===== src/hdl/dlf_pkg.sv =====
// Shared types and constants for the line-drawing character framebuffer.
// Used by dlf_shared_unit and dda_line_framebuffer; depends on nothing.
`timescale 1ns / 1ps
`default_nettype none
package dlf_pkg;

	typedef enum logic [1:0] {
		OP_DRAW  = 2'd0,
		OP_READ  = 2'd1,
		OP_CLEAR = 2'd2
	} op_t;

	typedef enum logic {
		MODE_ROOT = 1'b0,
		MODE_DIV  = 1'b1
	} unit_mode_t;

	typedef struct packed {
		logic       start;
		unit_mode_t mode;
	} unit_req_t;

	typedef enum logic [3:0] {
		ST_CLEAR,
		ST_IDLE,
		ST_RD,
		ST_RESP,
		ST_SQ_A,
		ST_SQ_B,
		ST_ROOT,
		ST_ROOT_WAIT,
		ST_SIZE,
		ST_MUL,
		ST_DIV,
		ST_DIV_WAIT,
		ST_FIX,
		ST_WALK
	} state_t;

	localparam int ROOT_STEPS = 32;
	localparam int DIV_STEPS  = 48;
	localparam int DIVISOR_W  = 38;
	localparam int REM_W      = 40;
	localparam int QUO_W      = 48;
	localparam int CNT_W      = 11;
	localparam logic [7:0] RESET_GLYPH = 8'd32;

endpackage
`default_nettype wire


===== src/hdl/dlf_shared_unit.sv =====
// Shared iterative unit: integer square root (two bits a step) or restoring
// division (one bit a step) over one subtractor. Depends on dlf_pkg.
`timescale 1ns / 1ps
`default_nettype none
module dlf_shared_unit import dlf_pkg::*; (
	input  wire logic                 clk,
	input  wire logic                 arst_n,
	input  wire unit_req_t            req,
	input  wire logic [63:0]          operand,
	input  wire logic [DIVISOR_W-1:0] divisor,
	output logic                      done,
	output logic [QUO_W-1:0]          result,
	output logic [REM_W-1:0]          remainder
);

	logic                 busy_q;
	logic                 done_q;
	unit_mode_t           mode_q;
	logic [5:0]           step_q;
	logic [63:0]          acc_q;
	logic [QUO_W-1:0]     res_q;
	logic [REM_W-1:0]     rem_q;
	logic [DIVISOR_W-1:0] div_q;
	logic [REM_W-1:0]     rem_sh;
	logic [REM_W-1:0]     trial;
	logic [REM_W:0]       diff;
	logic                 ge;

	always_comb begin
		unique case (mode_q)
			MODE_ROOT: begin
				rem_sh = {rem_q[REM_W-3:0], acc_q[63:62]};
				trial  = {4'b0, res_q[33:0], 2'b01};
			end
			MODE_DIV: begin
				rem_sh = {rem_q[REM_W-2:0], acc_q[47]};
				trial  = {2'b0, div_q};
			end
		endcase
		diff = {1'b0, rem_sh} - {1'b0, trial};
		ge   = !diff[REM_W];
	end

	always_ff @(posedge clk or negedge arst_n) begin
		if (!arst_n) begin
			busy_q <= 1'b0;
			done_q <= 1'b0;
		end else begin
			done_q <= !req.start && busy_q && (step_q == 6'd1);
			if (req.start) begin
				busy_q <= 1'b1;
			end else if (busy_q && step_q == 6'd1) begin
				busy_q <= 1'b0;
			end
		end
	end

	always_ff @(posedge clk) begin
		if (req.start) begin
			mode_q <= req.mode;
			step_q <= (req.mode == MODE_ROOT) ? 6'(ROOT_STEPS) : 6'(DIV_STEPS);
			acc_q  <= operand;
			res_q  <= '0;
			rem_q  <= '0;
			div_q  <= divisor;
		end else if (busy_q) begin
			step_q <= step_q - 6'd1;
			acc_q  <= (mode_q == MODE_ROOT) ? {acc_q[61:0], 2'b00} : {acc_q[62:0], 1'b0};
			res_q  <= {res_q[QUO_W-2:0], ge};
			rem_q  <= ge ? diff[REM_W-1:0] : rem_sh;
		end
	end

	assign done      = done_q;
	assign result    = res_q;
	assign remainder = rem_q;

endmodule
`default_nettype wire


===== config.mk =====
export PLATFORM = sky130hd
export DESIGN_NAME = dlf_shared_unit
export DESIGN_NICKNAME = d
export VERILOG_FILES = /design/src/hdl/dlf_pkg.sv /design/src/hdl/dlf_shared_unit.sv
export SDC_FILE = /design/constraint.sdc
export NUM_CORES = 1
export LEC_CHECK = 0
export BUFFER_PORTS_ARGS = -buffer_cell sky130_fd_sc_hd__buf_2
export CORE_UTILIZATION = 45
export DETAILED_ROUTE_END_ITERATION = 6
export PLACE_DENSITY = 0.74
export SLEW_MARGIN = 0
export SYNTH_ARGS = -nofsm -noshare
export SYNTH_HDL_FRONTEND = slang
export SYNTH_SLANG_ARGS = --single-unit
export TNS_END_PERCENT = 20

===== constraint.sdc =====
create_clock -name clk -period 4.3 [get_ports clk]
set_input_delay 0.43 -clock clk [delete_from_list [all_inputs] [get_ports clk]]
set_output_delay 0.43 -clock clk [all_outputs]
set_load 0.1 [all_outputs]

==> Word level (Yosys, flattened, before mapping) <==
Index checks and enable logic that the tools add are counted.
{ "op_classes": {"add_sub_neg": 2, "n_eq_ne": 1, "muxes": 11, "n_bitwise": 1, "reduce_logical": 7} }
{ "ops": {"columns": ["cell", "count"], "rows": [
  ["64-bit two-way mux", 3],
  ["40-bit case mux with 2 select lines", 2],
  ["40-bit by 40-bit subtractor with 41-bit output", 1],
  ["40-bit two-way mux", 1],
  ["6-bit two-way mux", 2],
  ["6-bit by 1-bit equality test with 1-bit output (second input constant)", 1],
  ["6-bit by 1-bit subtractor with 6-bit output (second input constant)", 1],
  ["5-bit two-way mux", 1],
  ["2-bit nonzero test", 2],
  ["1-bit logical AND", 3],
  ["1-bit logical NOT", 2],
  ["1-bit two-way mux", 2],
  ["1-bit NOT", 1]
]} }
{ "totals": {"ff_bits": 199, "inputBits": 106, "out_inout_bits": 89, "elab_cells": 30} }

==> Logic depth before layout (Yosys ltp) <==
Gate-level depths: netlist (run 1).
{ "depth": {"depth_word": 4, "depth_mapped": 19, "depth_no_buf": 13} }

==> Least setup slack after synthesis (run 1) <==
No wires, ideal clock.
{ "synth_timing": {"path_type": "register to register", "startpoint": "reg mode_q", "endpoint": "reg rem_q[39], in the netlist remainder[39]", "setup_ps": 122, "arrival_time_ps": 4087, "required_ps": 4178, "setup_slack_ps": 91, "stages_incl_launch_ff": 16, "n_path_buf": 4, "period_less_slack_ps": 4209, "cell_sequence": "edfxtp_1 clkbuf_1 buf_1 clkbuf_1 buf_1 mux2i_1 ha_1 a21o_1 a21oi_2 a32oi_1 a221oi_2 o21ai_2 a31oi_4 o21ai_2 a2111o_1 a221o_1"} }
{ "synth_via": {"elab_chain_len": 4, "word_cells_on_any_way": 5, "cone_classes": "add/sub (1); mux (3); bitwise (1)"} }
{ "synth_rtl": {"columns": ["element", "line_no", "source"], "rows": [
  ["start, declared", "dlf_shared_unit.sv:18", "unit_mode_t mode_q;"],
  ["start signal, assigned", "dlf_shared_unit.sv:60", "mode_q <= req.mode;"],
  ["1-bit NOT", "dlf_shared_unit.sv:30", "unique case (mode_q)"],
  ["40-bit case mux with 2 select lines", "dlf_shared_unit.sv:30", null],
  ["40-bit by 40-bit subtractor with 41-bit output", "dlf_shared_unit.sv:40", "diff = {1'b0, rem_sh} - {1'b0, trial};"],
  ["40-bit two-way mux (*)", "dlf_shared_unit.sv:70", "rem_q <= ge ? diff[REM_W-1:0] : rem_sh;"],
  ["end signal, assigned", "dlf_shared_unit.sv:70", null],
  ["end, declared", "dlf_shared_unit.sv:22", "logic [REM_W-1:0] rem_q;"]
]} }
Mark *: on every way between the ends. The rest lies on a longest branch, timed or not. The select of a mux whose other input is x is not followed.
A chain may end at the register's enable or synchronous reset.

==> Final worst setup path (run 1) <==
{ "layout_timing": {"startpoint": "reg mode_q", "endpoint": "reg rem_q[2], in the netlist remainder[2]"} }
The elaborated chain is that of the path after synthesis.

==> metrics.csv, run 1 <==
metric;value;unit
endpoints failing hold;0;
CP max-delay cell;a221oi_4;
final slew viol count;0;
Fillers;2203;
PortBufs;194;
period utilisation layout;91.3;%
worst path arrival time;4.20;ns
first-pass GRT wire length;42.4;mm
setup slack after layout;0.374;ns
largest net degree at the start of global routing;131;
worst hold start;divisor[37];
hold slack;0.161;ns
Routed WL;26.3;mm
Final nets;1411;
Yosys top cell area share;29.2;%
ys async rst share;1.01;%
Post-Route Setup TNS;0;ns
Die Span Y;160;um
Die Area;25500;um2
DRC errors left;0;
CP dominant cell by count;buf_4;
Hold Path Class;in -> reg;
Syn Nets;1253;
RSZ-0062 raised after global routing;no;
Final ANT Viol Nets;0;
number of synthesized flops with an enable pin;109;
CP required;4.58;ns
num rows;57;
clk slew on worst S/H paths;0.08;ns
Slew @ Worst Pin;1.17;ns
post-synth top area cell;edfxtp_1;
CTS tree;yes;
Clk Latency, worst-skew pair;0.44;ns
ordered list of cells on the worst path;buf_4 > buf_12 > mux2_2 > ha_1 > a21o_1 > a221oi_4 > a211oi_2 > a211oi_4 > a21oi_4 > a31oi_4 > buf_4 > mux2i_1 > nand2b_1 > a21oi_1;
multi-input logic area;5770;um2
top cells by area in the synthesized netlist;edfxtp_1 (29%), dfxtp_1 (16%), mux2i_1 (14%), ha_1 (4.5%), nor2_1 (3.9%);
wire per inst;16.4;um
crit-path max FO;34;
Vias;8704;
Final setup viols;0;
drt via density;5.43;
CP startpoint kind;register;
cell count after synthesis;1106;
cell with the most instances after synthesis;mux2i_1;
Tmin final;3.93;ns
clk_skew;0.0139;ns
VDD IR max;0.332;mV
status;finished, final reports clean;
clock buffer count from CTS;17;
core region area;24400;um2
grt ovf;0;
synthesized area;11200;um2
max_cap viols;0;
yosys warns;0;
area grow syn2layout;17.3;%
layout cells sized above 1;23.1;%
worst setup path class;reg -> reg;
#FFs+latches synth;199;
Chip Width;160;um
sequential element share of the synthesized area;45.4;%
mean post-synth cell area;10.1;um2
total global-route track usage;20.6;%
Sink Count;199;
final core utilization;53.9;%
Max Freq;255;MHz
DPL Wire Length;19.0;mm
FF/Latch Area;5090;um2
placement-stage cell area;12500;um2
GP Congestion;0.901;
CP Capture Type;register;
root buf cell;clkbuf_16;
Synth top cells by count;mux2i_1 (153), nor2_1 (116), edfxtp_1 (109), nand2_1 (104), dfxtp_1 (88);
CP Launch Point;mode_q$_DFFE_PP_;
number of distinct library cells after synthesis;62;
Final Cell Area;13100;um2
initial antenna violation count;4;
vias in the first global route;8239;
Max Buffers Root-to-Sink;2;
DR pass1 iterations;5;
worst reg2reg startpoint;mode_q$_DFFE_PP_;
Slew HR;21.8;%
Main synth FF type;edfxtp_1;
Starting Density;46.0;%
CTS HTree Levels;4;
DR iter-0 viols;611;
pre-CTS setup slack;0.188;ns
IO Count;195;
Pleak;6.15;nW
Power Density;672;nW/um2
CP peak stage delay;0.40;ns
sequential cells by signal, indices dropped and copies added (netlist names):
register and flops:
result 48, busy_q 1, acc_q 64, div_q 38, done 1, step_q 6
mode_q 1, remainder 40
power breakdown:
group / switching, W / total, W / internal [W] / leakage [nW]
Sequential: 0.000219 / 0.00252 / 0.00230 / 1.89
Clock: 0.000860 / 0.00172 / 0.000860 / 0.309
Combinational: 0.00296 / 0.00459 / 0.00163 / 3.95
Total: 0.00403 / 0.00883 / 0.00480 / 6.15
metal layers:
layer	up-vias	GRT usage (%)	routed length (um)
li1	4362	-	-
met1	4082	27.3	12000
met2	225	33.4	12500
met3	33	4.78	1400
met4	2	6.28	431
met5	-	0	13
cell families after synthesis:
| logic type | synth area share, % |
|---|---|
| compound gates | 15.7 |
| xor+xnor | 3.12 |
| simple gates | 10.5 |
| buf+inv | 3.18 |
| mux | 17.5 |
| fa+ha+maj | 4.64 |
| flops | 45.4 |
layout by cell type, fill, tap and decap left out, types with 11 or more instances in the layout:
cell and instances:
a21o_1 25, ha_1 40, buf_2 193, nand2_1 104, a21oi_1 56, xor2_1 16, nor2_1 116, inv_1 11
a211oi_1 30, edfxtp_1 109, mux2i_1 153, o21ai_1 11, mux2_2 37, xnor2_1 24, clkbuf_16 17, buf_4 16
o21ai_0 84, dfxtp_1 88
worst max-delay path, delay by kind of cell (launching register included):
family | cells | cell delay [ns]
AND/OR/NAND/NOR | 1 | 0.12
flip-flops | 1 | 0.32
buffers and inverters | 3 | 0.72
AO/OA/AOI/OAI | 7 | 1.61
multiplexers | 2 | 0.60
adder cells (fa/ha/maj) | 1 | 0.38
repair_timing:
| item | CTS | global route |
|---|---|---|
| resized for setup | 0 | 1 |
| hold buffers | 1 | 0 |
| endpoints found under the hold margin | 2 | 0 |
| buffers inserted | 0 | 3 |
| setup endpoints to repair | 0 | 9 |
final timing paths:
check	endpoint	slack, ns	depth (start not counted)
max in group asynchronous	busy_q$_DFFE_PN0P_	3.91	2
setup reg to reg	remainder[2]$_SDFFE_PP0P_	0.37	14
min in group asynchronous	busy_q$_DFFE_PN0P_	0.28	2
hold reg to reg	remainder[39]$_SDFFE_PP0P_	0.50	1
hold / removal	div_q[37]$_DFFE_PP_	0.16	1
setup / recovery	remainder[2]$_SDFFE_PP0P_	0.37	14
layout make-up:
class	count	share of cell area, %
timing repair buffer	215	9.03
clock buffer	17	3.24
tap	324	3.08
multi-input combinational	819	43.9
inverter	12	0.343
antenna	3	0.0571
sequential	199	38.7
clock inverter	15	1.66
through the flow:
stage                     cells  power (W)
after floorplan            1106    0.00624
after global placement     1565    0.00705
after detailed placement   1565    0.00710
after CTS                  1598    0.00885
after global routing       1602    0.00938
final                      1604    0.00883
Note: power is estimated with default switching activity, not from simulation.
==> run 2: changes to the inputs <==
- CORE_ASPECT_RATIO: not set -> 2
==> run 2 against run 1 <==
Worst setup slack better by 0.0043 ns. Final cell count up 0.25%. Final area about the same. Flip-flop and latch count unchanged. Critical path depth down 2. Sequential share of layout area about the same. Power up 0.98%. Wire length up 2.1%. Largest cell class unchanged.
==> metrics.csv, run 2 (same netlist as run 1, synthesis figures left out) <==
metric;value;unit;change
CP required;4.64;ns;+0.06 ns
worst path arrival time;4.26;ns;+0.06 ns
grt ovf;0;;unchanged
Post-CTS Setup Bufs;0;;unchanged
largest net degree at the start of global routing;183;;+40%
CP max-delay cell;edfxtp_1;;
delay-heaviest family, CP;compound AO/OA/AOI/OAI gates;;
ordered list of cells on the worst path;buf_12 > mux2_2 > ha_1 > nor2b_1 > o2111ai_1 > a32oi_1 > a221oi_2 > o21ai_2 > a31oi_4 > o21ai_2 > a2111o_1 > a221o_1;;
Max Freq;255;MHz;+0.11%
Die Area;25600;um2;+0.15%
most frequent cells in the layout;buf_2 (193), mux2i_1 (153), nor2_1 (116);;
first-pass GRT wire length;42.8;mm;+1.1%
buffers and inverters on the worst path;1;;-2
worst reg2reg startpoint;mode_q$_DFFE_PP_;;
CP startpoint kind;register;;
status;finished, final reports clean;;
RSZ-0062 raised after global routing;no;;
reg2reg end;remainder[39]$_SDFFE_PP0P_;;
clock buffer count from CTS;17;;unchanged
Fillers;2238;;+1.6%
period utilisation layout;91.2;%;-0.10 points
CP peak stage delay;0.49;ns;+0.09 ns
max FFs per register;64;;unchanged
Tmin final;3.92;ns;-0.00431 ns
Power Density;678;nW/um2;+0.96%
placement-stage cell area;12500;um2;+0.30%
num rows;81;;+42%
Pleak;6.16;nW;+0.15%
clk_skew;0.0150;ns;+0.00108 ns
Final Cell Area;13200;um2;about the same
drt via density;5.42;;about the same
Die Span Y;225;um;+41%
Antenna diodes;0;;-3
Clk Latency, worst-skew pair;0.46;ns;+0.02 ns
vias in the first global route;8709;;+5.7%
CTS HTree Levels;4;;unchanged
Slew @ Worst Pin;1.00;ns;-0.165 ns
CTS tree;yes;;
wire per inst;16.7;um;+1.8%
endpoints failing hold;0;;unchanged
clk slew on worst S/H paths;0.08;ns;about the same
GP Congestion;0.906;;+0.61%
reg2reg setup slack;0.38;ns;about the same
Reg with most FFs;acc_q;;
commonest non-fill, non-tap cell in the layout;buf_2;;
Vias;8722;;+0.21%
Starting Density;45.9;%;-0.064 points
total global-route track usage;21.4;%;+0.83 points
Routed WL;26.9;mm;+2.1%
IO Count;195;;unchanged
final slew viol count;0;;unchanged
CP dominant cell by count;o21ai_2;;
Final setup viols;0;;unchanged
Hold Path Class;in -> reg;;
DRC errors left;0;;unchanged
CP Capture Type;register;;
# hold bufs at CTS;1;;unchanged
DR pass1 iterations;5;;unchanged
VDD IR max;0.345;mV;+3.9%
Post-Route Setup TNS;0;ns;unchanged
Final nets;1410;;-0.071%
crit-path max FO;24;;-29%
Sink Count;199;;unchanged
DR iter-0 viols;319;;-48%
WHS Endpoint;div_q[20]$_DFFE_PP_;;
FF-to-FF path depth;12;;-2
max_cap viols;0;;unchanged
Final ANT Viol Nets;0;;unchanged
root buf cell;clkbuf_16;;
Slew HR;33.1;%;+11 points
PortBufs;194;;unchanged
area grow syn2layout;17.3;%;about the same
initial antenna violation count;0;;-4
layout cells sized above 1;23.0;%;-0.060 points
Worst Hold Path Cells;1;;unchanged
core region area;24400;um2;+0.14%
Chip Width;114;um;-29%
worst setup path class;reg -> reg;;
worst hold start;divisor[20];;
DPL Wire Length;19.9;mm;+4.9%
post-CTS sizing;0;;unchanged
Max Buffers Root-to-Sink;2;;unchanged
-- run 2: cell count changes in the layout (fill, tap and decap cells not counted), sizes merged --
cell	previous run	this run
clkbuf	17	22
clkinv	7	4
diode	3	0
inv	19	16
buf	214	213
bufinv	1	2
-- run 2: report_power, final --
part           total [W]  switching, W  internal [W]
Sequential       0.00253      0.000227       0.00230
Clock            0.00172      0.000745      0.000976
Combinational    0.00466       0.00301       0.00165
-- run 2: per-layer routing --
layer	track usage, %	vias to the layer above	share of wire (%)
li1	-	4362	-
met1	21.0	4091	37
met2	40.8	214	55
met3	5.11	55	5.0
met4	11.0	0	3.3
met5	0	-	0
-- run 2: cell type report --
type	instances	area [um2]	area share, %
clock inverter	10	129	0.980
tap	332	415	3.16
timing repair buffer	214	1190	9.07
sequential	199	5090	38.7
inverter	12	45.0	0.343
multi-input combinational	819	5770	43.9
clock buffer	22	510	3.88
-- run 2: metrics by stage --
step	total power (W)	hold WS, ns	worst slack [ns]	instances	util, %
after CTS	0.00895	0.119	0.383	1608	53.8
after detailed placement	0.00720	0.216	0.406	1575	51.2
after global routing	0.00944	0.126	0.125	1608	53.8
final	0.00892	0.144	0.378	1608	53.8
after global placement	0.00716	0.216	0.451	1575	51.2
after floorplan	0.00624	0.134	0.0910	1106	-
-- run 2: how the worst max path moves through the flow --
stage,startpoint,to,slack [ns],depth (start not counted)
2_1_floorplan,mode_q$_DFFE_PP_,remainder[39]$_SDFFE_PP0P_,0.09,15
3_3_place_gp,mode_q$_DFFE_PP_,remainder[39]$_SDFFE_PP0P_,0.45,12
3_5_place_dp,mode_q$_DFFE_PP_,remainder[20]$_SDFFE_PP0P_,0.41,12
4_1_cts,mode_q$_DFFE_PP_,remainder[20]$_SDFFE_PP0P_,0.38,12
5_1_grt,mode_q$_DFFE_PP_,remainder[21]$_SDFFE_PP0P_,0.12,13
6_report,mode_q$_DFFE_PP_,remainder[39]$_SDFFE_PP0P_,0.38,12
